--- src/hdl/pnns_pkg.sv ---
// ----------------------------------------------------------------------------
// pnns_pkg
// Shared constants, codes and types of the palette nearest-neighbor scaler.
// ----------------------------------------------------------------------------
package pnns_pkg;

  localparam int MAX_DISPLAY_DEF  = 1024;
  localparam int SRC_STRIDE_DEF   = 272;
  localparam int FRAME_ROWS_DEF   = 262;
  localparam int H_OFFSET_DEF     = 8;
  localparam int PALETTE_SIZE_DEF = 32;

  localparam int CFG_W       = 11;
  localparam int CFG_IDX_W   = 1;
  localparam int FUNC_W      = 2;
  localparam int ADDR_W      = 17;
  localparam int VALUE_W     = 32;
  localparam int COLOR_W     = 32;
  localparam int COORD_W     = 10;
  localparam int BYTE_W      = 8;
  localparam int COLOR_IDX_W = 5;

  localparam int FRAC_W  = 16;
  localparam int ACC_W   = 34;
  localparam int RATIO_W = 25;
  localparam int DVD_W   = 25;
  localparam int SY_W    = ACC_W - FRAC_W;
  localparam int SX_W    = SY_W + 1;

  localparam int SRC_VIS_W  = 256;
  localparam int SRC_VIS_H  = 240;
  localparam int RST_WIDTH  = 240;
  localparam int RST_HEIGHT = 320;

  localparam logic [DVD_W-1:0] DVD_X = DVD_W'(SRC_VIS_W) << FRAC_W;
  localparam logic [DVD_W-1:0] DVD_Y = DVD_W'(SRC_VIS_H) << FRAC_W;

  localparam int QUEUE_DEPTH = 4;
  localparam int QPTR_W      = $clog2(QUEUE_DEPTH);

  localparam logic [CFG_IDX_W-1:0] CFG_IDX_WIDTH  = 1'b0;
  localparam logic [CFG_IDX_W-1:0] CFG_IDX_HEIGHT = 1'b1;

  typedef enum logic [FUNC_W-1:0] {
    FUNC_FRAME = 2'd0,
    FUNC_PAL   = 2'd1,
    FUNC_EMIT  = 2'd2
  } func_t;

  typedef enum logic [1:0] {
    OP_FRAME,
    OP_PAL,
    OP_EMIT
  } op_t;

  typedef struct packed {
    op_t                op;
    logic [ADDR_W-1:0]  addr;
    logic [VALUE_W-1:0] data;
    logic [SX_W-1:0]    sx;
    logic [SY_W-1:0]    sy;
    logic [COORD_W-1:0] column;
    logic [COORD_W-1:0] row;
    logic               last;
  } qent_t;

endpackage

--- src/hdl/pnns_div.sv ---
// ----------------------------------------------------------------------------
// pnns_div
// Restoring divider, one quotient bit per cycle, for the scale ratios.
// ----------------------------------------------------------------------------
module pnns_div import pnns_pkg::*; #(
  parameter int SIZE_W = 11
) (
  input  logic              clk,
  input  logic              rst_n,
  input  logic              start,
  input  logic [DVD_W-1:0]  dividend,
  input  logic [SIZE_W-1:0] divisor,
  output logic              busy,
  output logic              done,
  output logic [DVD_W-1:0]  quot
);

  localparam int CntW = $clog2(DVD_W + 1);

  logic [DVD_W-1:0]  q_r, q_nxt;
  logic [SIZE_W-1:0] rem_r, rem_nxt;
  logic [SIZE_W-1:0] dvs_r, dvs_nxt;
  logic [CntW-1:0]   cnt_r, cnt_nxt;
  logic              busy_r, busy_nxt;
  logic              done_r, done_nxt;
  logic [SIZE_W:0]   rem_sh;
  logic [SIZE_W:0]   diff;
  logic              ge;

  always_comb begin
    rem_sh   = {rem_r, q_r[DVD_W-1]};
    diff     = rem_sh - {1'b0, dvs_r};
    ge       = rem_sh >= {1'b0, dvs_r};
    q_nxt    = q_r;
    rem_nxt  = rem_r;
    dvs_nxt  = dvs_r;
    cnt_nxt  = cnt_r;
    busy_nxt = busy_r;
    done_nxt = 1'b0;
    if (start) begin
      q_nxt    = dividend;
      rem_nxt  = '0;
      dvs_nxt  = divisor;
      cnt_nxt  = CntW'(DVD_W);
      busy_nxt = 1'b1;
    end else if (busy_r) begin
      q_nxt   = {q_r[DVD_W-2:0], ge};
      rem_nxt = ge ? diff[SIZE_W-1:0] : rem_sh[SIZE_W-1:0];
      cnt_nxt = cnt_r - CntW'(1);
      if (cnt_r == CntW'(1)) begin
        busy_nxt = 1'b0;
        done_nxt = 1'b1;
      end
    end
  end

  always_ff @(posedge clk) begin
    if (!rst_n) begin
      cnt_r  <= '0;
      busy_r <= 1'b0;
      done_r <= 1'b0;
    end else begin
      cnt_r  <= cnt_nxt;
      busy_r <= busy_nxt;
      done_r <= done_nxt;
    end
  end

  always_ff @(posedge clk) begin
    q_r   <= q_nxt;
    rem_r <= rem_nxt;
    dvs_r <= dvs_nxt;
  end

  assign busy = busy_r || done_r;
  assign done = done_r;
  assign quot = q_r;

endmodule

--- config.mk ---
export PLATFORM = sky130hd
export DESIGN_NAME = pnns_div
export DESIGN_NICKNAME = d
export VERILOG_FILES = /design/src/hdl/pnns_pkg.sv /design/src/hdl/pnns_div.sv
export SDC_FILE = /design/constraint.sdc
export NUM_CORES = 1
export LEC_CHECK = 0
export ABC_AREA = 1
export BUFFER_PORTS_ARGS = -buffer_cell sky130_fd_sc_hd__buf_4
export CAP_MARGIN = 0
export CORE_MARGIN = 2
export CORE_UTILIZATION = 54
export CTS_CLUSTER_DIAMETER = 50
export DETAILED_ROUTE_END_ITERATION = 10
export PLACE_DENSITY = 0.84
export REMOVE_ABC_BUFFERS = 1
export SYNTH_ARGS = -nofsm -noshare
export SYNTH_HDL_FRONTEND = slang
export SYNTH_SLANG_ARGS = --single-unit
--- constraint.sdc ---
create_clock -name clk -period 2.2 [get_ports clk]
set_clock_uncertainty 0.2 [all_clocks]
set_input_delay 0.55 -clock clk [delete_from_list [all_inputs] [get_ports clk]]
set_output_delay 0.55 -clock clk [all_outputs]
set_load 0.005 [all_outputs]
==> metrics.cfg <==
[power_and_ir_drop]
power-per-cell-area_nw_per_um2 = 608
vdd.ir_drop.worst_mv = 0.390
p_leak_nw = 1.91

[final_layout]
final_util_pct = 68.5
nNetsFinal = 498
seqCellArea_um2 = 1440
layout_common_cells = 144 x nand2_1, 70 x buf_4, 51 x inv_1
layout_commonest_cell = nand2_1
antennaDiodeCount = 0
area_growth_pct = 23.3
multi_input_area_um2 = 1340
drive_gt1_share_pct = 25.1
fillers = 446

[min_path]
min_path_type = input pin to register

[cts]
cts_tree = yes
ctsHtreeMaxLevel = 2
cts_resized = 0
post_cts_buffers = 0
clkLatencyLatePin_ps = 310
cts_buffer_depth = 2
cts_root_buf = clkbuf_8
path_clk_slew_ps = 100
numCtsBuffers = 5
cts_sinks = 54
holdBufCountCts = 0

[logic_synthesis]
ys.flop_type = edfxtp_1
synth_edf_count = 36
yosysTopAreaCell = edfxtp_1
yosys.cell_types.count = 33
synth_area_um2 = 3040
ys_async_sr_fraction_pct = 0
ys_ff_latch = 54
syn_avg_cell_area_um2 = 8.09
yosysWarnings = 0
ys_seq_area_share_pct = 47.4
yosysTopAreaCellShare_pct = 35.5
netlist_instances = 376
synth.area.top_cells = edfxtp_1 36%, nand2_1 18%, dfxtp_1 12%

[sta]
fin_crit_ps = 2080
fin_crit_sh_pct = 94.6
tightest_slew_ps = 358
finalSetupViolCount = 0
hold_violations = 0
max_freq_mhz = 481
slew_headroom_pct = 76.1
whs_ps = 211
finalSetupTns_ps = 0
slew_viol_final = 0
rsz0062_at_grt = false

[critical_path]
arrival_ps = 2090
critPathLaunchType = register
crit_type = register to register
path_max_fanout = 11
cp-end-kind = register
cp.required_ps = 2210

[global_route]
antenna_found_initial = 0
overflow = 0
grt_start_max_net_pins = 31
grtUsageTotal_pct = 22.3
grt_pass1_wl_um = 11100
first_global_vias = 2571

[placed_design]
place.gp.congestion = 0.941
io_buffers = 65
dp_hpwl_um = 4730

[drt]
vias = 2661
wl_um = 6510
drt_iter0_drc = 213
firstDrtPassIters = 4
viasPerCell = 5.14
wl_per_cell_um = 12.6
drc_errors = 0
ant_nets = 0

[die]
fp.dieH_um = 79.1
start_util_pct = 55.6
dieArea_um2 = 6250
coreArea_um2 = 5470
die_w_um = 79.1
pin_count = 66
row_count = 27

[outcome]
status = finished, final reports clean

[run]
drv_cap = 0

[worst paths after layout]
kind / slack, ps / cells after the start / start / end
setup / recovery: 120 / 9 / dvs_r[9] / rem_r[2]
hold / removal: 210 / 1 / divisor[4] / dvs_r[4]
setup reg to reg: 120 / 9 / dvs_r[9] / rem_r[2]
hold reg to reg: 270 / 2 / rem_r[10] / rem_r[10]
[worst max-delay path, cell delays in order, from the launching register on]
cell      delay [ps]
edfxtp_1         330
inv_1             40
ha_1             340
nand2_1          100
nand2_1           90
a21oi_2          330
and2_4           300
nand4_1          120
nand3_1           90
nand2_1           50
[report_power, final]
part / total (mW) / leakage [nW] / switching, mW / internal [mW]
logic: 0.403 / 1.35 / 0.211 / 0.192
registers: 1.22 / 0.511 / 0.0441 / 1.17
clock network: 0.660 / 0.0514 / 0.321 / 0.340
[final cells by class]
type / count / share of cell area, %
Clock inverter: 2 / 1.00
Inverter: 56 / 5.60
Clock buffer: 6 / 1.93
Tap cell: 72 / 2.40
Multi-Input combinational cell: 256 / 35.8
Timing Repair Buffer: 72 / 14.8
Sequential cell: 54 / 38.4
[metrics by stage]
step / setup WS (ps) / power [mW] / instance area [um^2] / std cells
4_1_cts: 30.0 / 2.29 / 3720 / 517
6_report: 119 / 2.28 / 3750 / 518
2_1_floorplan: 114 / 1.43 / 2960 / 365
3_5_place_dp: 48.1 / 1.64 / 3610 / 509
5_1_grt: 15.2 / 2.40 / 3750 / 518
3_3_place_gp: 126 / 1.63 / 3610 / 509
[kinds of logic (layout without fill, tap and decap cells)]
group                      Yosys count  count (layout)  synth area share [%]
AOI/OAI and AO/OA                   11              11                  2.18
xor gates and xnor gates             3               3                 0.864
adders and majority gates           14              14                  6.01
buffers and inverters               67             136                  9.50
DFF                                 54              54                  47.4
and+or+nand+nor                    227             228                  34.1
[metal layers]
metal | GRT usage (%) | routed length [um] | vias up
met2 | 38.9 | 3180 | 84
met3 | 4.55 | 408 | 9
met5 | 0 | 0 | -
li1 | - | - | 1339
met1 | 27.7 | 2830 | 1229
met4 | 7.07 | 92 | 0
[synth_stat cells, drive strengths merged, types with 3 or more instances]
master,instances
nand3,33
nand4,15
ha,13
buf,6
nor2,17
inv,55
edfxtp,36
nand2,157
dfxtp,18
a21oi,6
clkbuf,5
or2,3
[sequential cells by signal, summed over array words and instances (netlist names)]
register / cells
quot: 25
dvs_r: 11
rem_r: 11
cnt_r: 5
busy_r: 1
done: 1
No activity file was read; power rests on OpenSTA's default activity.
