[src/hdl/pnns_pkg.sv]
// ----------------------------------------------------------------------------
// pnns_pkg
// Shared constants, codes and types of the palette nearest-neighbor scaler.
// ----------------------------------------------------------------------------
package pnns_pkg;

  localparam int MAX_DISPLAY_DEF  = 1024;
  localparam int SRC_STRIDE_DEF   = 272;
  localparam int FRAME_ROWS_DEF   = 262;
  localparam int H_OFFSET_DEF     = 8;
  localparam int PALETTE_SIZE_DEF = 32;

  localparam int CFG_W       = 11;
  localparam int CFG_IDX_W   = 1;
  localparam int FUNC_W      = 2;
  localparam int ADDR_W      = 17;
  localparam int VALUE_W     = 32;
  localparam int COLOR_W     = 32;
  localparam int COORD_W     = 10;
  localparam int BYTE_W      = 8;
  localparam int COLOR_IDX_W = 5;

  localparam int FRAC_W  = 16;
  localparam int ACC_W   = 34;
  localparam int RATIO_W = 25;
  localparam int DVD_W   = 25;
  localparam int SY_W    = ACC_W - FRAC_W;
  localparam int SX_W    = SY_W + 1;

  localparam int SRC_VIS_W  = 256;
  localparam int SRC_VIS_H  = 240;
  localparam int RST_WIDTH  = 240;
  localparam int RST_HEIGHT = 320;

  localparam logic [DVD_W-1:0] DVD_X = DVD_W'(SRC_VIS_W) << FRAC_W;
  localparam logic [DVD_W-1:0] DVD_Y = DVD_W'(SRC_VIS_H) << FRAC_W;

  localparam int QUEUE_DEPTH = 4;
  localparam int QPTR_W      = $clog2(QUEUE_DEPTH);

  localparam logic [CFG_IDX_W-1:0] CFG_IDX_WIDTH  = 1'b0;
  localparam logic [CFG_IDX_W-1:0] CFG_IDX_HEIGHT = 1'b1;

  typedef enum logic [FUNC_W-1:0] {
    FUNC_FRAME = 2'd0,
    FUNC_PAL   = 2'd1,
    FUNC_EMIT  = 2'd2
  } func_t;

  typedef enum logic [1:0] {
    OP_FRAME,
    OP_PAL,
    OP_EMIT
  } op_t;

  typedef struct packed {
    op_t                op;
    logic [ADDR_W-1:0]  addr;
    logic [VALUE_W-1:0] data;
    logic [SX_W-1:0]    sx;
    logic [SY_W-1:0]    sy;
    logic [COORD_W-1:0] column;
    logic [COORD_W-1:0] row;
    logic               last;
  } qent_t;

endpackage

[src/hdl/pnns_queue.sv]
// ----------------------------------------------------------------------------
// pnns_queue
// Short first-in first-out queue of classified entries between the two parts.
// ----------------------------------------------------------------------------
module pnns_queue import pnns_pkg::*; (
  input  logic  clk,
  input  logic  rst_n,
  input  logic  push,
  input  qent_t push_ent,
  output logic  full,
  input  logic  pop,
  output logic  valid,
  output qent_t head_ent
);

  qent_t             q_r [QUEUE_DEPTH];
  logic [QPTR_W-1:0] wp_r, wp_nxt;
  logic [QPTR_W-1:0] rp_r, rp_nxt;
  logic [QPTR_W:0]   cnt_r, cnt_nxt;
  logic              do_pop;

  assign full     = cnt_r == (QPTR_W+1)'(QUEUE_DEPTH);
  assign valid    = cnt_r != '0;
  assign head_ent = q_r[rp_r];
  assign do_pop   = pop && valid;

  always_comb begin
    wp_nxt  = push ? wp_r + QPTR_W'(1) : wp_r;
    rp_nxt  = do_pop ? rp_r + QPTR_W'(1) : rp_r;
    cnt_nxt = cnt_r;
    if (push && !do_pop) begin
      cnt_nxt = cnt_r + (QPTR_W+1)'(1);
    end else if (do_pop && !push) begin
      cnt_nxt = cnt_r - (QPTR_W+1)'(1);
    end
  end

  always_ff @(posedge clk) begin
    if (!rst_n) begin
      wp_r  <= '0;
      rp_r  <= '0;
      cnt_r <= '0;
    end else begin
      wp_r  <= wp_nxt;
      rp_r  <= rp_nxt;
      cnt_r <= cnt_nxt;
    end
  end

  always_ff @(posedge clk) begin
    if (push) begin
      q_r[wp_r] <= push_ent;
    end
  end

endmodule

[config.mk]
export PLATFORM = sky130hd
export DESIGN_NAME = pnns_queue
export DESIGN_NICKNAME = d
export VERILOG_FILES = /design/src/hdl/pnns_pkg.sv /design/src/hdl/pnns_queue.sv
export SDC_FILE = /design/constraint.sdc
export NUM_CORES = 1
export LEC_CHECK = 0
export BUFFER_PORTS_ARGS = -buffer_cell sky130_fd_sc_hd__buf_2
export CAP_MARGIN = 20
export CELL_PAD_IN_SITES_DETAIL_PLACEMENT = 1
export CELL_PAD_IN_SITES_GLOBAL_PLACEMENT = 2
export CORE_MARGIN = 2
export CORE_UTILIZATION = 45
export CTS_BUF_LIST = sky130_fd_sc_hd__clkbuf_4 sky130_fd_sc_hd__clkbuf_8 sky130_fd_sc_hd__clkbuf_16
export CTS_CLUSTER_DIAMETER = 40
export DETAILED_ROUTE_END_ITERATION = 8
export MAX_ROUTING_LAYER = met4
export PLACE_DENSITY_LB_ADDON = 0.25
export REMOVE_ABC_BUFFERS = 1
export SETUP_SLACK_MARGIN = 0.2
export SYNTH_ARGS = -nofsm -noshare
export SYNTH_HDL_FRONTEND = slang
export SYNTH_SLANG_ARGS = --single-unit
[constraint.sdc]
create_clock -name clk -period 5.6 [get_ports clk]
set_input_delay 1.12 -clock clk [delete_from_list [all_inputs] [get_ports clk]]
set_output_delay 1.12 -clock clk [all_outputs]
set_load 0.02 [all_outputs]
==> results of run 1 <==
==> cell families after synthesis <==
group | share of synthesized area
AOI/OAI and AO/OA | 0.00178
xor gates and xnor gates | 0.00271
adders and majority gates | 0.00512
buffers and inverters | 0.00884
DFF | 0.823
muxes | 0.153
and+or+nand+nor | 0.00551
==> critical path: cells and delay by family (launching register included) <==
kind                   cells  cell delay, ns
multiplexers               1            0.43
buffers and inverters      2            0.72
flip-flops                 1            1.02
==> where the power goes <==
part | total (uW) | internal (uW) | switching, uW | leakage (uW)
registers | 4010 | 3840 | 162 | 0.00408
logic | 1910 | 853 | 1050 | 0.00167
clock network | 3850 | 2470 | 1380 | 0.00101
==> final timing paths <==
path	endpoint	start	depth (start not counted)
min	wp_r[1]	wp_r[1]	2
min reg2reg	wp_r[1]	wp_r[1]	2
max reg2reg	q_r[3][11]	wp_r[0]	3
max	head_ent[26]	flip-flop	3
==> sequential cells by signal, summed over array words and instances, names as in the netlist, named ones only <==
register / flops
rp_r: 2
wp_r: 2
cnt_r: 3
q_r: 436
==> per-layer routing <==
metal | track usage | part of all wire | vias to the layer above
li1 | - | - | 3213
met1 | 0.233 | 0.41 | 3922
met2 | 0.312 | 0.52 | 215
met3 | 0.0474 | 0.054 | 54
met4 | 0.0557 | 0.021 | 0
met5 | - | 0 | -
==> through the flow <==
stage,instance area [um2],cells
after floorplan,16000,588
after global placement,17800,1285
after detailed placement,17800,1285
after CTS,19900,1392
after global routing,19900,1398
final,19900,1399
==> cells in the mapped netlist <==
| cell type | n | area share |
|---|---|---|
| edfxtp_1 | 436 | 0.81 |
| mux4_2 | 109 | 0.15 |
| buf_2 | 12 | 0.0037 |
| and2_1 | 9 | 0.0035 |
| clkbuf_1 | 9 | 0.0021 |
| dfxtp_1 | 9 | 0.011 |
| ha_1 | 5 | 0.0039 |
| inv_1 | 3 | 0.00070 |
| xnor2_1 | 3 | 0.0016 |
| buf_6 | 2 | 0.0014 |
| mux2i_1 | 2 | 0.0012 |
| nor2b_1 | 2 | 0.00078 |
| or3_1 | 2 | 0.00078 |
| xor2_1 | 2 | 0.0011 |
| a21boi_0 | 1 | 0.00047 |
| buf_8 | 1 | 0.00093 |
| fa_1 | 1 | 0.0012 |
| nor3b_1 | 1 | 0.00047 |
| o21ai_0 | 1 | 0.00031 |
| o311ai_0 | 1 | 0.00054 |
| o31ai_1 | 1 | 0.00047 |
==> layout by cell type, fill, tap and decap left out, types with 2 or more instances in the layout <==
master / n
edfxtp_1: 436
ha_1: 5
inv_1: 3
clkbuf_4: 6
buf_2: 223
inv_6: 4
diode_2: 6
and2_1: 5
xor2_1: 2
dfxtp_4: 2
clkinv_2: 9
mux4_2: 109
or3_1: 2
clkbuf_16: 59
dfxtp_1: 7
bufinv_16: 11
mux2i_1: 2
clkinv_4: 5
buf_4: 12
nor2b_1: 2
and2_4: 4
xnor2_1: 3
clkinvlp_4: 5
clkinv_1: 6
==> cell type report <==
cell class	instances	area share
well taps	461	0.0289
inverters	3	0.000565
repair buffers	237	0.0629
flip-flops and latches	445	0.666
clock buffers	65	0.0763
clock inverters	42	0.0274
diodes	6	0.000753
multi-input cells	140	0.137
==> results.cfg, run 1 <==
[outcome]
status = finished clean

[global_routing]
grt_pass1_vias = 8401
track_usage = 0.189
antenna_found_initial = 5
grt_pass1_wl_mm = 51.9
grt_max_degree = 67
grt_overflow = 0

[synth]
synth_warnings = 0
yosysUniqueCellTypes = 21
synth_area_um2 = 16100
avgSynthCellArea_um2 = 26.4
ys_ff_latch = 445
synthCells = 612
synth_seq_area_share = 0.823

[placement]
io_buffers = 223
dp_slack_ns = 2.21
dpl.hpwl_mm = 20.2
gp_congestion = 0.733

[cts]
post_cts_buffers = 0
cts.repair.resized = 0
holdBufCountCts = 0
cts.sinks = 445
clkLatencyLatePin_ns = 0.59
h-tree-depth = 2
cts_tree = yes
numCtsBuffers = 58
root_buffer = clkbuf_16
clk_pin_slew_ns = 0.05
clockBufferDepth = 3

[floorplanning]
die_w_um = 193
row_count = 69
io_pins = 224
fp.dieH_um = 193
fp.coreArea_um2 = 35400
initial_core_util = 0.456
die_area_um2 = 37400

[power]
p_per_area_nw_per_um2 = 490
irDropWorstVdd_uv = 283
total_power_uw = 9760
p_leak_uw = 0.00676

[final_layout]
fin_util = 0.563
fillers = 3042
syn_to_final_growth_pct = 23.5
seq_area_um2 = 13300
multi_input_area_um2 = 2730
drive_gt1_frac = 0.486
nNetsFinal = 1004

[timing]
layout_min_cycle_time_ns = 3.90
maxSlewHeadroom = 0.297
clock.fmax_ghz = 0.256
finalSetupViolations = 0
hold_viol = 0
rsz0062_at_grt = no
whs_ns = 0.578
fin_setup_tns_ns = 0
skew_ns = 0.0122
timing.final.max_slew_violations = 0
setup_ws_ns = 1.70
finalCritPeriodShare = 0.697
worst_slew_pin_slew_ns = 1.05

[run]
cap_viol_max_count = 0

[worst_setup_path]
cpPeakStageDelay_ns = 1.02
r2r_setup_slack_ns = 3.26
end_kind = output port
arrival_ns = 2.78
worstPathMaxFanout = 63
slowest_stage = dfxtp_4
cp-start-kind = flip-flop
worstPathRequired_ns = 4.48
crit_type = flip-flop to output port
crit_chain = buf_4 -> mux4_2 -> buf_2

[detailed_routing]
wl_mm = 33.5
ant_nets = 0
drtIter0Drc = 358
num_vias = 7404
dr.pass1.iters = 4
drc = 0
drt-vias-per-instance = 5.29
post_drt_wl_per_cell_um = 23.9

[worst_hold_path]
min_path_type = flip-flop to flip-flop
Power figures use the tool's default switching activity.
==> inputs of run 2 (changes only) <==
Clock period 5.6 ns to 3.9 ns, I/O delays scaled along.
==> run 2 against run 1 <==
Compared with the run above: routed wire length is 3.8% lower; clock skew hardly changed; count of clock-buffer cells in the layout is 4 lower; sequential share of layout area is 0.80 points higher; combinational power is 47% higher; global-route usage is 0.73 points lower; core utilization is 0.66 points lower; largest cell class unchanged.
==> results.cfg, run 2 (synthesis gave the netlist of run 1 again) <==
[detailed_routing]
wl_mm = 32.2
ant_nets = 0
post_drt_wl_per_cell_um = 23.1
num_vias = 7231
drc = 0
dr.pass1.iters = 4
drt-vias-per-instance = 5.20
drtIter0Drc = 340

[floorplanning]
row_count = 69
fp.dieH_um = 193
io_pins = 224
initial_core_util = 0.456
die_w_um = 193
die_area_um2 = 37400
fp.coreArea_um2 = 35400

[power]
irDropWorstVdd_uv = 397
total_power_uw = 13300
p_leak_uw = 0.00661
p_per_area_nw_per_um2 = 676

[timing]
setup_ws_ns = 0.672
finalSetupViolations = 0
whs_ns = 0.432
skew_ns = 0.0121
clock.fmax_ghz = 0.310
maxSlewHeadroom = 0.360
timing.final.max_slew_violations = 0
fin_setup_tns_ns = 0
rsz0062_at_grt = no
layout_min_cycle_time_ns = 3.23
worst_slew_pin_slew_ns = 0.960
finalCritPeriodShare = 0.828
hold_viol = 0

[global_routing]
grt_max_degree = 73
grt_pass1_vias = 8453
track_usage = 0.182
antenna_found_initial = 3
grt_pass1_wl_mm = 50.2
grt_overflow = 0

[final_layout]
multi_input_area_um2 = 2730
reg.largest.list = q_r x436, cnt_r x3
nNetsFinal = 1000
seq_area_um2 = 13300
drive_gt1_frac = 0.480
final_cell_mix = edfxtp_1 (436), buf_2 (223), mux4_2 (109)
syn_to_final_growth_pct = 22.1
largest_register_ffs = 436
largest-register = q_r
fillers = 3076
final_common_cell = edfxtp_1

[worst_hold_path]
hp-start = push_ent[108]
min_path_cells = 1
min_path_type = input port to flip-flop

[placement]
io_buffers = 223
gp_congestion = 0.701
dp_slack_ns = 1.18
dpl.hpwl_mm = 19.6

[worst_setup_path]
crit_chain = buf_4 -> mux4_2 -> buf_2
worstPathMaxFanout = 26
end_kind = output port
crit_type = flip-flop to output port
r2r_setup_slack_ns = 1.63
arrival_ns = 2.45
worst_r2r_path_depth = 7
cp-start-kind = flip-flop
slowest_stage = dfxtp_4
rr_startpoint = cnt_r[0]
cpPeakStageDelay_ns = 0.72
worstPathRequired_ns = 3.12

[cts]
numCtsBuffers = 53
cts_tree = yes
root_buffer = clkbuf_16
cts.repair.resized = 0
clockBufferDepth = 3
clk_pin_slew_ns = 0.06
post_cts_buffers = 0
cts.sinks = 445
holdBufCountCts = 0
clkLatencyLatePin_ns = 0.55
h-tree-depth = 2

[run]
cap_viol_max_count = 0

[outcome]
status = finished clean
-- run 2: per-stage QoR --
stage / utilization / cell area [um2] / instances
2_1_floorplan: - / 16000 / 588
3_3_place_gp: 0.506 / 17900 / 1287
3_5_place_dp: 0.506 / 17900 / 1287
4_1_cts: 0.556 / 19700 / 1386
5_1_grt: 0.556 / 19700 / 1389
6_report: 0.556 / 19700 / 1391
-- run 2: path summary, 6_finish.rpt --
check | to
worst max-delay path | head_ent[11]
worst min-delay path | q_r[2][108]
worst min register to register | flip-flop
worst max register to register | cnt_r[2]
-- run 2: critical path: cells and delay by family, from the launching register on --
kind	cells	cell delay, ns
flops	1	0.72
buf+inv	2	0.59
mux	1	0.57
-- run 2: layer usage --
metal | routed length (um) | vias up | track usage | share of wire
li1 | - | 3198 | - | -
met1 | 12900 | 3785 | 0.218 | 0.40
met2 | 16700 | 192 | 0.308 | 0.52
met3 | 1810 | 56 | 0.0431 | 0.056
met4 | 775 | 0 | 0.0546 | 0.024
met5 | 0 | - | - | 0
-- run 2: layout make-up --
type | count | share of cell area
clock buffers | 61 | 0.0722
well taps | 461 | 0.0293
diodes | 5 | 0.000635
inverters | 3 | 0.000572
multi-input cells | 140 | 0.139
clock inverters | 38 | 0.0184
flip-flops and latches | 445 | 0.674
repair buffers | 238 | 0.0662
-- run 2: report_power, final --
part | total, uW | internal [uW] | switching [uW]
Clock | 4830 | 2910 | 1920
Combinational | 2800 | 1250 | 1550
Sequential | 5700 | 5520 | 182
==> inputs of run 3 (changes only) <==
Clock period 3.9 ns to 3.03 ns, I/O delays scaled along.
==> run 3 against run 2 <==
Compared with the run above: routed wire length is 7.7% higher; die area did not move; sequential power is 27% higher; worst setup slack got worse by 0.40 ns; via count rose by 2.8%; first-iteration DRC count up 18%; critical endpoint is now head_ent[46]; count of clock-buffer cells in the layout increased by 2; register-to-register slack worse by 0.87 ns; critical path type unchanged; final cell count up 1.6%; cell area is 2.0% higher; non-clock buffer count rose by 16; combinational power increased by 43%.
==> results.cfg, run 3 (synthesis gave the netlist of run 1 again) <==
[outcome]
status = finished clean

[detailed_routing]
dr.pass1.iters = 4
drc = 0
wl_mm = 34.7
ant_nets = 0
post_drt_wl_per_cell_um = 24.5
num_vias = 7434
drtIter0Drc = 402
drt-vias-per-instance = 5.26

[timing]
rsz0062_at_grt = no
layout_min_cycle_time_ns = 2.76
whs_ns = 0.226
skew_ns = 0.0139
timing.final.max_slew_violations = 0
fin_setup_tns_ns = 0
worst_slew_pin_slew_ns = 0.613
maxSlewHeadroom = 0.591
clock.fmax_ghz = 0.363
finalCritPeriodShare = 0.910
hold_viol = 0
finalSetupViolations = 0

[cts]
h-tree-depth = 2
clk_pin_slew_ns = 0.06
cts.sinks = 445
numCtsBuffers = 56
root_buffer = clkbuf_16
clockBufferDepth = 3
clkLatencyLatePin_ns = 0.59
cts_tree = yes

[worst_setup_path]
worstPathMaxFanout = 19
r2r-end = cnt_r[2]
end_kind = output port
crit_chain = buf_12 -> buf_16 -> mux4_2 -> buf_2
worstPathRequired_ns = 2.42
cpPeakStageDelay_ns = 0.58
r2r_setup_slack_ns = 0.76
arrival_ns = 2.15
worst_r2r_path_depth = 7
crit_type = flip-flop to output port
slowest_stage = mux4_2
cp-start-kind = flip-flop
rr_startpoint = cnt_r[0]

[power]
irDropWorstVdd_uv = 516
p_per_area_nw_per_um2 = 888
p_leak_uw = 0.00681
total_power_uw = 17800

[final_layout]
reg.largest.list = q_r x436, cnt_r x3
syn_to_final_growth_pct = 24.5
drive_gt1_frac = 0.492
fin_util = 0.567
final_common_cell = edfxtp_1
nNetsFinal = 1019
final_cell_mix = edfxtp_1 (436), buf_2 (223), mux4_2 (109)
finish.instance_area_um2 = 20100
largest_register_ffs = 436
fillers = 3045
largest-register = q_r

[floorplanning]
io_pins = 224
fp.coreArea_um2 = 35400
fp.dieH_um = 193
die_w_um = 193
row_count = 69
initial_core_util = 0.456
die_area_um2 = 37400

[placement]
dpl.hpwl_mm = 21.1
dpl-instance-area_um2 = 18000
gp_congestion = 0.725
io_buffers = 223

[worst_hold_path]
min_path_cells = 1
hp-start = push_ent[97]
min_path_type = input port to flip-flop
hold-path-endpoint = q_r[1][97]

[global_routing]
grt_overflow = 0
grt_pass1_wl_mm = 53.4
track_usage = 0.197
grt_max_degree = 41
grt_pass1_vias = 8448
antenna_found_initial = 5

[run]
cap_viol_max_count = 0
-- run 3: cell count changes in the layout (fill, tap and decap cells not counted), moves of 2 or more --
cell and change:
buf_4 +6, clkinv_2 +5, buf_12 +4, clkinv_4 -4, buf_16 +3, clkinvlp_4 -3
inv_6 +3, bufbuf_16 +2, bufinv_16 +2, clkbuf_16 +2
-- run 3: timing repair --
item / CTS / global route
endpoints found under the hold margin: 0 / 0
cloned: 2 / 0
endpoints found under the setup margin: 102 / 7
setup buffers: 5 / 1
gates resized for setup: 3 / 0
hold buffers: 0 / 0
pin swaps: 0 / 0
-- run 3: worst max-delay path by stage --
stage	startpoint	to	cells after the start
final	flip-flop	head_ent[46]	4
after floorplan	flip-flop	head_ent[0]	1
after global placement	flip-flop	head_ent[46]	3
after global routing	flip-flop	head_ent[46]	4
after CTS	flip-flop	head_ent[46]	4
after detailed placement	pop	cnt_r[2]	8
-- run 3: report_power, final --
group          switching (uW)  internal, uW  total (uW)
Sequential                154          7100        7250
Clock                    2550          4040        6590
Combinational            2160          1840        4000
-- run 3: layout make-up --
cell class / count / area (um2) / share of cell area
multi-input cells: 140 / 2730 / 0.136
inverters: 3 / 11.3 / 0.000561
repair buffers: 254 / 1590 / 0.0791
well taps: 461 / 577 / 0.0287
diodes: 6 / 15.0 / 0.000748
clock inverters: 41 / 412 / 0.0205
clock buffers: 63 / 1470 / 0.0733
flip-flops and latches: 445 / 13300 / 0.661
-- run 3: stage by stage --
| stage | std cells | setup WS, ns |
|---|---|---|
| floorplan | 588 | -2.83 |
| global placement | 1295 | 0.730 |
| detailed placement | 1295 | 0.699 |
| CTS | 1406 | 0.200 |
| global route | 1412 | 0.199 |
| finish | 1413 | 0.274 |
-- run 3: layer usage --
metal	global-route usage	wire, um	vias up
li1	-	-	3248
met4	0.0721	777	0
met3	0.0432	1830	60
met5	-	0	-
met2	0.311	17600	222
met1	0.255	14500	3904
-- run 3: critical path: cells and delay by family (launching register included) --
kind                   cells  cell delay [ns]
DFF                        1             0.46
buffers and inverters      3             0.52
muxes                      1             0.58
