<file path="src/hdl/pnns_pkg.sv">
// ----------------------------------------------------------------------------
// pnns_pkg
// Shared constants, codes and types of the palette nearest-neighbor scaler.
// ----------------------------------------------------------------------------
package pnns_pkg;

  localparam int MAX_DISPLAY_DEF  = 1024;
  localparam int SRC_STRIDE_DEF   = 272;
  localparam int FRAME_ROWS_DEF   = 262;
  localparam int H_OFFSET_DEF     = 8;
  localparam int PALETTE_SIZE_DEF = 32;

  localparam int CFG_W       = 11;
  localparam int CFG_IDX_W   = 1;
  localparam int FUNC_W      = 2;
  localparam int ADDR_W      = 17;
  localparam int VALUE_W     = 32;
  localparam int COLOR_W     = 32;
  localparam int COORD_W     = 10;
  localparam int BYTE_W      = 8;
  localparam int COLOR_IDX_W = 5;

  localparam int FRAC_W  = 16;
  localparam int ACC_W   = 34;
  localparam int RATIO_W = 25;
  localparam int DVD_W   = 25;
  localparam int SY_W    = ACC_W - FRAC_W;
  localparam int SX_W    = SY_W + 1;

  localparam int SRC_VIS_W  = 256;
  localparam int SRC_VIS_H  = 240;
  localparam int RST_WIDTH  = 240;
  localparam int RST_HEIGHT = 320;

  localparam logic [DVD_W-1:0] DVD_X = DVD_W'(SRC_VIS_W) << FRAC_W;
  localparam logic [DVD_W-1:0] DVD_Y = DVD_W'(SRC_VIS_H) << FRAC_W;

  localparam int QUEUE_DEPTH = 4;
  localparam int QPTR_W      = $clog2(QUEUE_DEPTH);

  localparam logic [CFG_IDX_W-1:0] CFG_IDX_WIDTH  = 1'b0;
  localparam logic [CFG_IDX_W-1:0] CFG_IDX_HEIGHT = 1'b1;

  typedef enum logic [FUNC_W-1:0] {
    FUNC_FRAME = 2'd0,
    FUNC_PAL   = 2'd1,
    FUNC_EMIT  = 2'd2
  } func_t;

  typedef enum logic [1:0] {
    OP_FRAME,
    OP_PAL,
    OP_EMIT
  } op_t;

  typedef struct packed {
    op_t                op;
    logic [ADDR_W-1:0]  addr;
    logic [VALUE_W-1:0] data;
    logic [SX_W-1:0]    sx;
    logic [SY_W-1:0]    sy;
    logic [COORD_W-1:0] column;
    logic [COORD_W-1:0] row;
    logic               last;
  } qent_t;

endpackage

</file>
<file path="src/hdl/pnns_if.sv">
// ----------------------------------------------------------------------------
// pnns_if
// Valid/ready channels of the scaler: request items in, pixel items out.
// ----------------------------------------------------------------------------
interface pnns_in_if import pnns_pkg::*; ();
  logic               valid;
  logic               ready;
  logic [FUNC_W-1:0]  func;
  logic [ADDR_W-1:0]  addr;
  logic [VALUE_W-1:0] value;

  modport source (output valid, func, addr, value, input ready);
  modport sink (input valid, func, addr, value, output ready);
endinterface


</file>
<file path="src/hdl/pnns_front.sv">
// ----------------------------------------------------------------------------
// pnns_front
// Accepts request items, holds size registers, ratios and raster position,
// and classifies each item into a queue entry, dropping spare codes and out-of-range writes.
// ----------------------------------------------------------------------------
module pnns_front import pnns_pkg::*; #(
  parameter int MAX_DISPLAY  = MAX_DISPLAY_DEF,
  parameter int SRC_STRIDE   = SRC_STRIDE_DEF,
  parameter int FRAME_ROWS   = FRAME_ROWS_DEF,
  parameter int H_OFFSET     = H_OFFSET_DEF,
  parameter int PALETTE_SIZE = PALETTE_SIZE_DEF
) (
  input  logic                                 clk,
  input  logic                                 rst_n,
  pnns_in_if.sink                              in_ch,
  input  logic                                 cfg_we,
  input  logic [CFG_IDX_W-1:0]                 cfg_idx,
  input  logic [CFG_W-1:0]                     cfg_data,
  input  logic                                 q_full,
  output logic                                 q_push,
  output qent_t                                q_ent,
  output logic                                 div_start,
  output logic [DVD_W-1:0]                     div_dividend,
  output logic [$clog2(MAX_DISPLAY+1)-1:0]     div_divisor,
  input  logic                                 div_busy,
  input  logic                                 div_done,
  input  logic [DVD_W-1:0]                     div_quot
);

  localparam int SizeW      = $clog2(MAX_DISPLAY + 1);
  localparam int CntW       = $clog2(MAX_DISPLAY);
  localparam int CmpW       = CntW + 1;
  localparam int FrameBytes = SRC_STRIDE * FRAME_ROWS;
  localparam int RstW       = (RST_WIDTH > MAX_DISPLAY) ? MAX_DISPLAY : RST_WIDTH;
  localparam int RstH       = (RST_HEIGHT > MAX_DISPLAY) ? MAX_DISPLAY : RST_HEIGHT;
  localparam int RstRatioX  = ((SRC_VIS_W << FRAC_W) / RstW) + 1;
  localparam int RstRatioY  = ((SRC_VIS_H << FRAC_W) / RstH) + 1;

  logic [SizeW-1:0]   width_r, width_nxt;
  logic [SizeW-1:0]   height_r, height_nxt;
  logic [RATIO_W-1:0] ratio_x_r, ratio_x_nxt;
  logic [RATIO_W-1:0] ratio_y_r, ratio_y_nxt;
  logic               pend_x_r, pend_x_nxt;
  logic               pend_y_r, pend_y_nxt;
  logic               dsel_r, dsel_nxt;
  logic [CntW-1:0]    col_r, col_nxt;
  logic [CntW-1:0]    row_r, row_nxt;
  logic [ACC_W-1:0]   cacc_r, cacc_nxt;
  logic [ACC_W-1:0]   racc_r, racc_nxt;

  logic               accept;
  logic               emit;
  logic               dsel;
  logic [CmpW-1:0]    col_inc;
  logic [CmpW-1:0]    row_inc;
  logic               col_wrap;
  logic               row_wrap;
  logic [RATIO_W-1:0] ratio_new;

  function automatic logic [SizeW-1:0] clamp_size(input logic [CFG_W-1:0] v);
    logic [SizeW-1:0] r;
    if (v == '0) begin
      r = SizeW'(1);
    end else if (32'(v) > 32'(MAX_DISPLAY)) begin
      r = SizeW'(MAX_DISPLAY);
    end else begin
      r = SizeW'(v);
    end
    return r;
  endfunction

  assign in_ch.ready = !q_full && !div_busy && !pend_x_r && !pend_y_r;
  assign accept      = in_ch.valid && in_ch.ready;

  assign dsel         = !pend_x_r;
  assign div_start    = !div_busy && (pend_x_r || pend_y_r);
  assign div_dividend = dsel ? DVD_Y : DVD_X;
  assign div_divisor  = dsel ? height_r : width_r;
  assign ratio_new    = RATIO_W'(div_quot) + RATIO_W'(1);

  always_comb begin
    col_inc  = CmpW'(col_r) + CmpW'(1);
    row_inc  = CmpW'(row_r) + CmpW'(1);
    col_wrap = col_inc >= CmpW'(width_r);
    row_wrap = row_inc >= CmpW'(height_r);

    q_ent.op     = OP_EMIT;
    q_ent.addr   = in_ch.addr;
    q_ent.data   = in_ch.value;
    q_ent.sx     = SX_W'(cacc_r[ACC_W-1:FRAC_W]) + SX_W'(H_OFFSET);
    q_ent.sy     = racc_r[ACC_W-1:FRAC_W];
    q_ent.column = COORD_W'(col_r);
    q_ent.row    = COORD_W'(row_r);
    q_ent.last   = (col_inc == CmpW'(width_r)) && (row_inc == CmpW'(height_r));

    emit   = 1'b0;
    q_push = 1'b0;
    case (func_t'(in_ch.func))
      FUNC_FRAME: begin
        q_ent.op = OP_FRAME;
        q_push   = accept && (32'(in_ch.addr) < 32'(FrameBytes));
      end
      FUNC_PAL: begin
        q_ent.op = OP_PAL;
        q_push   = accept && (32'(in_ch.addr) < 32'(PALETTE_SIZE));
      end
      FUNC_EMIT: begin
        q_ent.op = OP_EMIT;
        q_push   = accept;
        emit     = accept;
      end
      default: begin
        q_push = 1'b0;
      end
    endcase
  end

  always_comb begin
    width_nxt   = width_r;
    height_nxt  = height_r;
    ratio_x_nxt = ratio_x_r;
    ratio_y_nxt = ratio_y_r;
    pend_x_nxt  = pend_x_r;
    pend_y_nxt  = pend_y_r;
    dsel_nxt    = dsel_r;
    col_nxt     = col_r;
    row_nxt     = row_r;
    cacc_nxt    = cacc_r;
    racc_nxt    = racc_r;

    if (div_start) begin
      dsel_nxt = dsel;
      if (dsel) begin
        pend_y_nxt = 1'b0;
      end else begin
        pend_x_nxt = 1'b0;
      end
    end
    if (div_done) begin
      if (dsel_r) begin
        ratio_y_nxt = ratio_new;
      end else begin
        ratio_x_nxt = ratio_new;
      end
    end

    if (cfg_we && (cfg_idx == CFG_IDX_WIDTH || cfg_idx == CFG_IDX_HEIGHT)) begin
      if (cfg_idx == CFG_IDX_WIDTH) begin
        width_nxt  = clamp_size(cfg_data);
        pend_x_nxt = 1'b1;
      end else begin
        height_nxt = clamp_size(cfg_data);
        pend_y_nxt = 1'b1;
      end
      col_nxt  = '0;
      row_nxt  = '0;
      cacc_nxt = '0;
      racc_nxt = '0;
    end else if (emit) begin
      if (col_wrap) begin
        col_nxt  = '0;
        cacc_nxt = '0;
        if (row_wrap) begin
          row_nxt  = '0;
          racc_nxt = '0;
        end else begin
          row_nxt  = row_r + CntW'(1);
          racc_nxt = racc_r + ACC_W'(ratio_y_r);
        end
      end else begin
        col_nxt  = col_r + CntW'(1);
        cacc_nxt = cacc_r + ACC_W'(ratio_x_r);
      end
    end
  end

  always_ff @(posedge clk) begin
    if (!rst_n) begin
      width_r   <= SizeW'(RstW);
      height_r  <= SizeW'(RstH);
      ratio_x_r <= RATIO_W'(RstRatioX);
      ratio_y_r <= RATIO_W'(RstRatioY);
      pend_x_r  <= 1'b0;
      pend_y_r  <= 1'b0;
      dsel_r    <= 1'b0;
      col_r     <= '0;
      row_r     <= '0;
      cacc_r    <= '0;
      racc_r    <= '0;
    end else begin
      width_r   <= width_nxt;
      height_r  <= height_nxt;
      ratio_x_r <= ratio_x_nxt;
      ratio_y_r <= ratio_y_nxt;
      pend_x_r  <= pend_x_nxt;
      pend_y_r  <= pend_y_nxt;
      dsel_r    <= dsel_nxt;
      col_r     <= col_nxt;
      row_r     <= row_nxt;
      cacc_r    <= cacc_nxt;
      racc_r    <= racc_nxt;
    end
  end

endmodule

</file>
<file path="src/flat_wrapper.sv">
// flat-port wrapper written by rule: the top's interface ports become plain ports
module pnns_front_flat import pnns_pkg::*;
#(
  parameter int MAX_DISPLAY  = MAX_DISPLAY_DEF,
  parameter int SRC_STRIDE   = SRC_STRIDE_DEF,
  parameter int FRAME_ROWS   = FRAME_ROWS_DEF,
  parameter int H_OFFSET     = H_OFFSET_DEF,
  parameter int PALETTE_SIZE = PALETTE_SIZE_DEF
)
  (clk, rst_n, cfg_we, cfg_idx, cfg_data, q_full, q_push, q_ent, div_start, div_dividend, div_divisor, div_busy, div_done, div_quot, in_ch_valid, in_ch_func, in_ch_addr, in_ch_value, in_ch_ready);
  pnns_in_if in_ch_i ();
  input  logic clk;
  input  logic rst_n;
  input  logic cfg_we;
  input  logic [CFG_IDX_W-1:0] cfg_idx;
  input  logic [CFG_W-1:0] cfg_data;
  input  logic q_full;
  output logic q_push;
  output qent_t q_ent;
  output logic div_start;
  output logic [DVD_W-1:0] div_dividend;
  output logic [$clog2(MAX_DISPLAY+1)-1:0] div_divisor;
  input  logic div_busy;
  input  logic div_done;
  input  logic [DVD_W-1:0] div_quot;
  input wire logic [$bits(in_ch_i.valid)-1:0] in_ch_valid;
  input wire logic [$bits(in_ch_i.func)-1:0] in_ch_func;
  input wire logic [$bits(in_ch_i.addr)-1:0] in_ch_addr;
  input wire logic [$bits(in_ch_i.value)-1:0] in_ch_value;
  output wire logic [$bits(in_ch_i.ready)-1:0] in_ch_ready;
  assign in_ch_i.valid = in_ch_valid;
  assign in_ch_i.func = in_ch_func;
  assign in_ch_i.addr = in_ch_addr;
  assign in_ch_i.value = in_ch_value;
  assign in_ch_ready = in_ch_i.ready;
  pnns_front #(.MAX_DISPLAY(MAX_DISPLAY), .SRC_STRIDE(SRC_STRIDE), .FRAME_ROWS(FRAME_ROWS), .H_OFFSET(H_OFFSET), .PALETTE_SIZE(PALETTE_SIZE)) u_core (.clk(clk), .rst_n(rst_n), .in_ch(in_ch_i), .cfg_we(cfg_we), .cfg_idx(cfg_idx), .cfg_data(cfg_data), .q_full(q_full), .q_push(q_push), .q_ent(q_ent), .div_start(div_start), .div_dividend(div_dividend), .div_divisor(div_divisor), .div_busy(div_busy), .div_done(div_done), .div_quot(div_quot));
endmodule
</file>
<file path="config.mk">
export PLATFORM = sky130hd
export DESIGN_NAME = pnns_front_flat
export DESIGN_NICKNAME = d
export VERILOG_FILES = /design/src/hdl/pnns_pkg.sv /design/src/hdl/pnns_if.sv /design/src/hdl/pnns_front.sv /design/src/flat_wrapper.sv
export SDC_FILE = /design/constraint.sdc
export NUM_CORES = 1
export LEC_CHECK = 0
export ABC_CLOCK_PERIOD_IN_PS = 4100
export BUFFER_PORTS_ARGS = -buffer_cell sky130_fd_sc_hd__buf_2
export CORE_MARGIN = 8
export CORE_UTILIZATION = 45
export CTS_CLUSTER_SIZE = 25
export DETAILED_ROUTE_END_ITERATION = 10
export GPL_TIMING_DRIVEN = 0
export PLACE_DENSITY = 0.69
export SLEW_MARGIN = 20
export SYNTH_ARGS = -nofsm -noshare
export SYNTH_HDL_FRONTEND = slang
export SYNTH_SLANG_ARGS = --single-unit
</file>
<file path="constraint.sdc">
create_clock -name clk -period 4.1 [get_ports clk]
set_clock_uncertainty 0.05 [all_clocks]
set_input_delay 1.23 -clock clk [delete_from_list [all_inputs] [get_ports clk]]
set_output_delay 1.23 -clock clk [all_outputs]
set_load 0.005 [all_outputs]
</file>
==> summary.txt, run 1 <==
Status
  • Status: completed

Clocking
  • Clock Sinks: 163
  • CTS Root Buffer Type: clkbuf_16
  • TritonCTS clock tree: built
  • Worst-path clk slew: 0.07 ns
  • Clock buffer depth: 2
  • TritonCTS buffer count: 17
  • H-tree lvl count: 4
  • Worst skew pair latency: 0.44 ns
  • Setup bufs post-CTS: 0

Logic synthesis
  • Synth Instances: 1303
  • Number of synthesized flops with an enable pin: 0
  • Main synth FF type: dfxtp_1
  • Post-synth ARST share: 0%
  • Syn_area_per_cell: 8.20 sq um
  • FF+latch count, synth: 163
  • Mapped cell area: 10700 sq um
  • Yosys warning count: 0
  • Sequential fraction of the synthesis area: 30.5%
  • Netlist cell types: 65

STA
  • Max-slew headroom at the worst pin: 53.6%
  • Post-layout min period: 4.00 ns
  • Slew at the pin closest to its max-slew limit: 0.690 ns
  • Final Hold Viols: 0
  • Final slew viol count: 0
  • Final Cycle Share: 97.6%
  • Unrepaired setup endpoints after global routing: no
  • Setup TNS: 0 ns
  • # setup viols final: 0
  • FMAX: 250 MHz
  • Hold Slack: 0.414 ns

Power and ir drop
  • Maximum VDD drop: 0.248 mV
  • Power Density: 295 nW/um^2
  • Total power: 3760 uW
  • Leakage: 0.00625 uW

Global routing
  • First-pass GRT wire length: 47500 microns
  • Vias in the first global route: 9449
  • Largest net degree at the start of global routing: 17
  • Total global routing overflow: 0
  • GRT Util Overall: 20.2%
  • Antenna violations before repair: 4

Place
  • IO buf count: 185
  • GPL Wtd Cong: 0.895
  • DP HPWL: 24100 microns
  • Cell Area, Placed: 12100 sq um

Layout
  • Commonest non-fill, non-tap cells in the layout: buf_2, nand2_1, dfxtp_1, buf_4, a21oi_1
  • Filler instances: 2299
  • Post-route core utilization: 54.5%
  • Layout cell share with drive strength beyond 1: 23.0%
  • Final non-filler cell area: 12700 sq um
  • Final layout net count: 1698
  • Area Overhead vs Synth: 19.3%
  • Number of diodes: 0
  • Commonest non-fill, non-tap cell in the layout: buf_2

Floorplanning
  • Chip width: 170 microns
  • Initial Util: 45.7%
  • Total core area: 23400 sq um
  • Cell Rows: 56
  • Die footprint: 28900 sq um
  • I/O Pins: 243
  • DIE HEIGHT: 170 microns

Routing
  • Vias: 9951
  • Initial DRC Count: 669
  • DRT Pass-1 Iters: 5
  • Vias per cell: 5.36
  • WL/cell: 16.3 microns
  • Total wire length: 30300 microns
  • DRC: 0
  • Final ANT Viol Nets: 0

Run
  • Max-Cap Viols: 0

Critical path
  • Max FO, Critical Path: 6
  • Worst EP required: 2.82 ns
  • CP Class: reg2out
  • Reg2reg setup slack: 0.23 ns
  • Crit path DAT: 2.72 ns
  • Crit start category: register
  • Crit path capture type: output port

Min path
  • Hold Path Class: reg2reg
## kinds of logic after synthesis
kind of cell	share of synthesized area [%]
buffers and inverters	10.2
other	0.0351
adders and majority gates	9.28
AOI/OAI and AO/OA	22.9
and+or+nand+nor	18.8
muxes	0.304
DFF	30.5
xor gates and xnor gates	7.95
## final timing paths
check	cells past startpoint	start	to
setup / recovery	10	u_core.col_r[0]	q_ent[0]
hold / removal	2	u_core.cacc_r[4]	u_core.cacc_r[4]
setup reg to reg	15	u_core.col_r[0]	u_core.racc_r[15]
hold reg to reg	2	u_core.cacc_r[4]	u_core.cacc_r[4]
## metal layers
metal | part of all wire (%) | up-vias | routed length, microns | track usage, %
met5 | 0.15 | - | 46 | 0
met4 | 2.1 | 8 | 647 | 6.86
met3 | 7.8 | 53 | 2360 | 4.61
met2 | 45 | 312 | 13700 | 33.4
met1 | 45 | 4610 | 13500 | 25.4
li1 | - | 4968 | - | -
## power by group
group	leakage, uW	internal, uW	switching (uW)
Combinational	0.00463	204	248
Sequential	0.00133	1630	34.0
Clock	0.000293	917	727
## worst max-delay path, cell delays in order (launching register included)
cell and delay, ns:
dfxtp_4 0.38, ha_4 0.18, and3_4 0.19, and3_4 0.19, and3_4 0.19, and3_1 0.19, ha_1 0.29, and4_4 0.25
nand2_2 0.08, nor3_2 0.20, buf_2 0.14
## per-stage QoR
stage,std cells,setup WS (ns)
after detailed placement,1826,-0.885
after floorplan,1322,0.466
final,1857,0.0981
after CTS,1857,0.00703
after global placement,1826,-0.851
after global routing,1857,0.0134
## synth_stat cells, drive strengths merged, types with 27 or more instances
library cell	instances	area, sq um
o211a	42	420
clkbuf	49	184
ha	76	951
xnor2	50	438
a21oi	78	390
and3	27	169
nand2	162	611
dfxtp	163	3260
a21o	34	255
xor2	47	412
o21ai	69	345
nand3	38	190
a22o	29	254
inv	45	169
buf	99	737
nor2	78	293
## what timing repair did
action,4_1_cts,5_1_grt
endpoints found under the setup margin,42,35
hold buffers,0,0
endpoints found under the hold margin,0,0
gates resized for setup,16,12
pin swaps,1,2
## final cells by class
cell class	count	area [sq um]	share of cell area, %
clock inverter	15	170	1.33
clock buffer	17	425	3.34
tap	319	399	3.13
sequential	163	3270	25.7
buffer	147	923	7.24
inverter	45	169	1.33
multi-input combinational	966	6460	50.7
timing repair buffer	185	926	7.26
## registers in the layout, summed over array words and instances (netlist names)
name,flops
u_core.height_r,11
u_core.width_r,11
u_core.col_r,10
u_core.pend_x_r,1
u_core.ratio_x_r,25
u_core.ratio_y_r,25
u_core.dsel_r,1
u_core.pend_y_r,1
u_core.cacc_r,34
u_core.racc_r,34
u_core.row_r,10
Power figures use the tool's default switching activity.
==> inputs of run 2 (changes only) <==
- SETUP_SLACK_MARGIN: default -> 0.3
==> run 2 against run 1 <==
  * Total power about the same
  * Critical endpoint unchanged
  * Clock power barely moved
  * Count of clock-buffer cells in the layout stayed put
  * Die area stayed put
==> summary.txt, run 2 (synthesis gave the netlist of run 1 again) <==
Floorplanning
  • DIE HEIGHT: 170 microns (unchanged)
  • Chip width: 170 microns (unchanged)
  • Die footprint: 28900 sq um (unchanged)
  • Cell Rows: 56 (unchanged)
  • Total core area: 23400 sq um (unchanged)
  • I/O Pins: 243 (unchanged)
  • Initial Util: 45.7% (unchanged)

Layout
  • Biggest regs: u_core.cacc_r (34), u_core.racc_r (34)
  • Area Overhead vs Synth: 20.8%
  • Commonest non-fill, non-tap cells in the layout: buf_2, nand2_1, dfxtp_1, buf_4, a21oi_1
  • Number of diodes: 0 (unchanged)
  • Non-filler cells in the finished layout: 1866 (+0.48%)
  • Commonest non-fill, non-tap cell in the layout: buf_2
  • Layout cell share with drive strength beyond 1: 24.2% (+1.2 points)
  • Final layout net count: 1707 (+0.53%)

Critical path
  • CP Class: reg2out
  • Crit path capture type: output port
  • Worst EP required: 2.82 ns (about the same)
  • Crit start category: register
  • Max FO, Critical Path: 5 (-1)
  • Crit path DAT: 2.51 ns (-0.21 ns)

Routing
  • Vias: 9976 (+0.25%)
  • DRT Pass-1 Iters: 8 (+3)
  • WL/cell: 16.3 microns (+0.21%)
  • Final ANT Viol Nets: 0 (unchanged)
  • Vias per cell: 5.35 (-0.23%)
  • Total wire length: 30500 microns (+0.69%)
  • Initial DRC Count: 731 (+9.3%)
  • DRC: 0 (unchanged)

Global routing
  • Antenna violations before repair: 4 (unchanged)
  • First-pass GRT wire length: 47800 microns (+0.76%)
  • Vias in the first global route: 9489 (+0.42%)
  • GRT Util Overall: 20.3% (+0.15 points)
  • Largest net degree at the start of global routing: 17 (unchanged)
  • Total global routing overflow: 0 (unchanged)

Min path
  • Hold Path Class: reg2reg

Place
  • GPL Wtd Cong: 0.895 (unchanged)
  • Placed Cells: 1826 (unchanged)
  • DP HPWL: 24100 microns (unchanged)
  • Worst slack, placed: -0.885 ns (unchanged)
  • IO buf count: 185 (unchanged)

STA
  • Slew at the pin closest to its max-slew limit: 0.904 ns (+0.214 ns)
  • Final Cycle Share: 92.4% (-5.2 points)
  • Final slew viol count: 0 (unchanged)
  • Unrepaired setup endpoints after global routing: yes
  • Slack of the critical path: 0.311 ns (+0.213 ns)
  • Final Hold Viols: 0 (unchanged)
  • FMAX: 264 MHz (+5.6%)
  • Setup TNS: 0 ns (unchanged)
  • Post-layout min period: 3.79 ns (-0.213 ns)
  • Max-slew headroom at the worst pin: 39.2% (-14 points)
  • # setup viols final: 0 (unchanged)
  • Hold Slack: 0.414 ns (-0.000118 ns)

Clocking
  • H-tree lvl count: 4 (unchanged)
  • CTS Root Buffer Type: clkbuf_16
  • Worst-path clk slew: 0.07 ns (about the same)
  • Clock Sinks: 163 (unchanged)
  • TritonCTS buffer count: 17 (unchanged)
  • Clock buffer depth: 2 (unchanged)
  • Worst skew pair latency: 0.43 ns (about the same)
  • TritonCTS clock tree: built

Power and ir drop
  • Power Density: 291 nW/um^2 (-1.2%)
  • Total power: 3760 uW (about the same)
  • Leakage: 0.00635 uW (+1.6%)
  • Maximum VDD drop: 0.246 mV (-0.65%)

Status
  • Status: completed

Run
  • Max-Cap Viols: 0 (unchanged)
run 2: changes by cell type in the layout (fill, tap and decap cells not counted), sizes merged:
cell | before | now
buf | 284 | 293
run 2: worst paths after layout:
kind	from	endpoint	slack (ns)	cells after the start
max	u_core.col_r[0]	q_ent[0]	0.31	10
min	u_core.cacc_r[4]	u_core.cacc_r[4]	0.41	2
max reg2reg	u_core.col_r[0]	u_core.racc_r[15]	0.45	16
min reg2reg	u_core.cacc_r[4]	u_core.cacc_r[4]	0.41	2
run 2: final cells by class:
cell class / instances / area [sq um]
Clock buffer: 17 / 425
Sequential cell: 163 / 3280
Inverter: 45 / 169
Timing Repair Buffer: 193 / 986
Clock inverter: 15 / 170
Buffer: 148 / 940
Fill cell: 2270 / 10500
Multi-Input combinational cell: 966 / 6530
Tap cell: 319 / 399
run 2: power by group:
| group | switching [uW] | total (uW) | internal (uW) | leakage (uW) |
|---|---|---|---|---|
| clock network | 725 | 1640 | 917 | 0.000293 |
| logic | 250 | 456 | 206 | 0.00473 |
| registers | 34.2 | 1660 | 1630 | 0.00133 |
run 2: critical path: stages (launching register included):
cell,delay [ns]
dfxtp_4,0.37
ha_4,0.16
and3_4,0.18
and3_4,0.18
and3_4,0.19
and3_4,0.19
ha_4,0.25
and4_4,0.23
nand2_4,0.07
nor3_4,0.12
buf_2,0.14
run 2: timing repair:
item | 4_1_cts | 5_1_grt
endpoints found under the setup margin | 82 | 35
cloned | 0 | 0
gates resized for setup | 37 | 18
pin swaps | 5 | 5
hold buffers | 0 | 0
setup buffers | 6 | 2
run 2: per-layer routing:
layer  part of all wire, %  track usage [%]  vias up  wire, microns
met5                  0.15                0        -             47
met4                   2.1             7.13        8            649
met3                   8.3             4.66       49           2530
met2                    46             33.6      318          13900
met1                    44             25.5     4610          13300
li1                      -                -     4991              -
run 2: through the flow:
stage / utilization [%] / cell area [sq um]
floorplan: - / 10800
global placement: 51.6 / 12100
detailed placement: 51.6 / 12100
CTS: 54.8 / 12800
global route: 55.1 / 12900
finish: 55.1 / 12900
==> inputs of run 3 (changes only) <==
- BUFFER_PORTS_ARGS: -buffer_cell sky130_fd_sc_hd__buf_2 -> default
- DONT_BUFFER_PORTS: default -> 1
- PLACE_DENSITY: 0.69 -> 0.61
==> run 3 against run 2 <==
  * Count of clock-buffer cells in the layout unchanged
  * First-iteration DRC count down 25%
  * Combinational power down 16%
  * Total power down 2.7%
  * Critical endpoint unchanged
  * Largest cell class unchanged
  * Largest power group unchanged
==> summary.txt, run 3 (synthesis gave the netlist of run 1 again) <==
Status
  • Status: completed

Critical path
  • Crit path capture type: output port
  • Crit start category: register
  • Max FO, Critical Path: 6 (+1)
  • Worst EP required: 2.82 ns (about the same)
  • Reg2reg setup slack: 0.43 ns (-0.02 ns)
  • CP Class: reg2out
  • Crit path DAT: 2.49 ns (-0.02 ns)

STA
  • Setup TNS: 0 ns (unchanged)
  • FMAX: 266 MHz (+0.61%)
  • Post-layout min period: 3.77 ns (-0.0229 ns)
  • Final Hold Viols: 0 (unchanged)
  • Final Cycle Share: 91.9% (-0.56 points)
  • # setup viols final: 0 (unchanged)
  • Unrepaired setup endpoints after global routing: yes
  • Max-slew headroom at the worst pin: 35.1% (-4.1 points)
  • Slack of the critical path: 0.334 ns (+0.0229 ns)
  • Slew at the pin closest to its max-slew limit: 0.966 ns (+0.0612 ns)
  • Final slew viol count: 0 (unchanged)

Routing
  • Total wire length: 30300 microns (-0.42%)
  • Vias: 9242 (-7.4%)
  • Final ANT Viol Nets: 0 (unchanged)
  • Vias per cell: 5.49 (+2.8%)
  • DRT Pass-1 Iters: 5 (-3)
  • DRC: 0 (unchanged)
  • WL/cell: 18.0 microns (+10%)
  • Initial DRC Count: 548 (-25%)

Run
  • Max-Cap Viols: 0 (unchanged)

Clocking
  • Worst skew pair latency: 0.45 ns (+0.02 ns)
  • Clock buffer depth: 2 (unchanged)
  • Clock Sinks: 163 (unchanged)
  • Worst-path clk slew: 0.07 ns (about the same)
  • CTS Root Buffer Type: clkbuf_16
  • TritonCTS buffer count: 17 (unchanged)
  • TritonCTS clock tree: built
  • Hold-fix buffers, CTS: 0 (unchanged)
  • H-tree lvl count: 4 (unchanged)

Power and ir drop
  • Combinational share of power: 10.5% (-1.6 points)
  • P_int: 2650 uW (-3.5%)
  • Reg power frac: 45.4% (+1.2 points)
  • Leakage: 0.00552 uW (-13%)
  • Power Density: 305 nW/um^2 (+4.7%)
  • Maximum VDD drop: 0.223 mV (-9.5%)
  • P_sw: 1000 uW (-0.48%)
  • Clock share of power: 44.2% (+0.5 points)
  • Net Sw Frac: 27.5% (+0.61 points)

Global routing
  • Total global routing overflow: 0 (unchanged)
  • Vias in the first global route: 8932 (-5.9%)
  • GRT Util Overall: 20.4% (+0.12 points)
  • Antenna violations before repair: 0 (-4)
  • First-pass GRT wire length: 47400 microns (-0.94%)
  • Largest net degree at the start of global routing: 18 (+1)

Layout
  • Filler instances: 2296 (+1.1%)
  • Commonest non-fill, non-tap cell in the layout: nand2_1
  • Number of diodes: 0 (unchanged)
  • Commonest non-fill, non-tap cells in the layout: nand2_1, dfxtp_1, buf_4, a21oi_1, nor2_1
  • Area Overhead vs Synth: 12.3%
  • Final layout net count: 1523 (-11%)
  • Layout cell share with drive strength beyond 1: 14.2% (-10 points)
  • Biggest regs: u_core.cacc_r (34), u_core.racc_r (34)

Floorplanning
  • DIE HEIGHT: 170 microns (unchanged)
  • Chip width: 170 microns (unchanged)
  • Die footprint: 28900 sq um (unchanged)
  • I/O Pins: 243 (unchanged)
  • Total core area: 23400 sq um (unchanged)
  • Cell Rows: 56 (unchanged)
  • Initial Util: 45.7% (unchanged)

Place
  • DP HPWL: 24000 microns (-0.56%)
  • IO buf count: 0 (-100%)
  • GPL Wtd Cong: 0.890 (-0.56%)
  • Worst slack, placed: -0.960 ns (-0.0750 ns)

Min path
  • Hold Path Class: reg2reg
==> run 3: cell types whose count changed in the layout (fill, tap and decap cells not counted), moves of 2 or more <==
| cell | delta |
|---|---|
| dfxtp_2 | -2 |
| inv_8 | +2 |
| dfxtp_4 | +3 |
| clkinv_2 | -2 |
| buf_2 | -185 |
==> run 3: power by group through the flow <==
stage	logic, uW	clock network [uW]	registers [uW]
final	382	1620	1660
after global routing	423	1710	1660
after CTS	379	1640	1660
after detailed placement	373	0	1700
after global placement	369	0	1700
after floorplan	294	0	1680
==> run 3: routing by layer <==
metal  GRT usage, %  up-vias  wire length, microns
met3           6.14       29                  2450
li1               -     4621                     -
met4           4.84        0                   369
met5              0        -                     0
met1           26.1     4318                 13800
met2           33.3      274                 13700
==> run 3: critical path: stages (launching register included) <==
cell and delay [ns]:
dfxtp_4 0.38, ha_4 0.16, and3_4 0.17, and3_4 0.18, and3_4 0.19, xor2_1 0.14
ha_1 0.30, and4_4 0.24, nand2_4 0.06, nor3_4 0.21
==> run 3: final cells by class <==
cell class	count	area, sq um	area share, %
Clock buffer	17	425	3.55
Sequential cell	163	3290	27.4
Inverter	45	169	1.41
Timing Repair Buffer	9	67.6	0.563
Clock inverter	15	160	1.34
Buffer	148	947	7.90
Multi-Input combinational cell	966	6540	54.5
Tap cell	319	399	3.33
==> run 3: per-stage QoR <==
step | cell area, sq um | cells | power, uW | hold slack, ns | utilization [%]
final | 12000 | 1682 | 3660 | 0.416 | 51.3
after global routing | 12000 | 1682 | 3800 | 0.440 | 51.3
after detailed placement | 11200 | 1641 | 2070 | 0.408 | 47.7
after global placement | 11200 | 1641 | 2070 | 0.399 | 47.7
after CTS | 11900 | 1678 | 3680 | 0.418 | 50.8
after floorplan | 10800 | 1322 | 1980 | 0.382 | -
==> run 3: worst paths after layout <==
kind                                  startpoint                 to  cells after the start
worst max-delay path             u_core.col_r[0]           q_ent[0]                      9
worst min-delay path            u_core.cacc_r[0]   u_core.cacc_r[0]                      2
worst max register to register   u_core.col_r[0]  u_core.racc_r[14]                     17
worst min register to register  u_core.cacc_r[0]   u_core.cacc_r[0]                      2
==> run 3: what timing repair did <==
action                                  CTS  global route
endpoints found under the setup margin   82            40
gates resized for setup                  40            26
setup buffers                             5             4
pin swaps                                 5             5
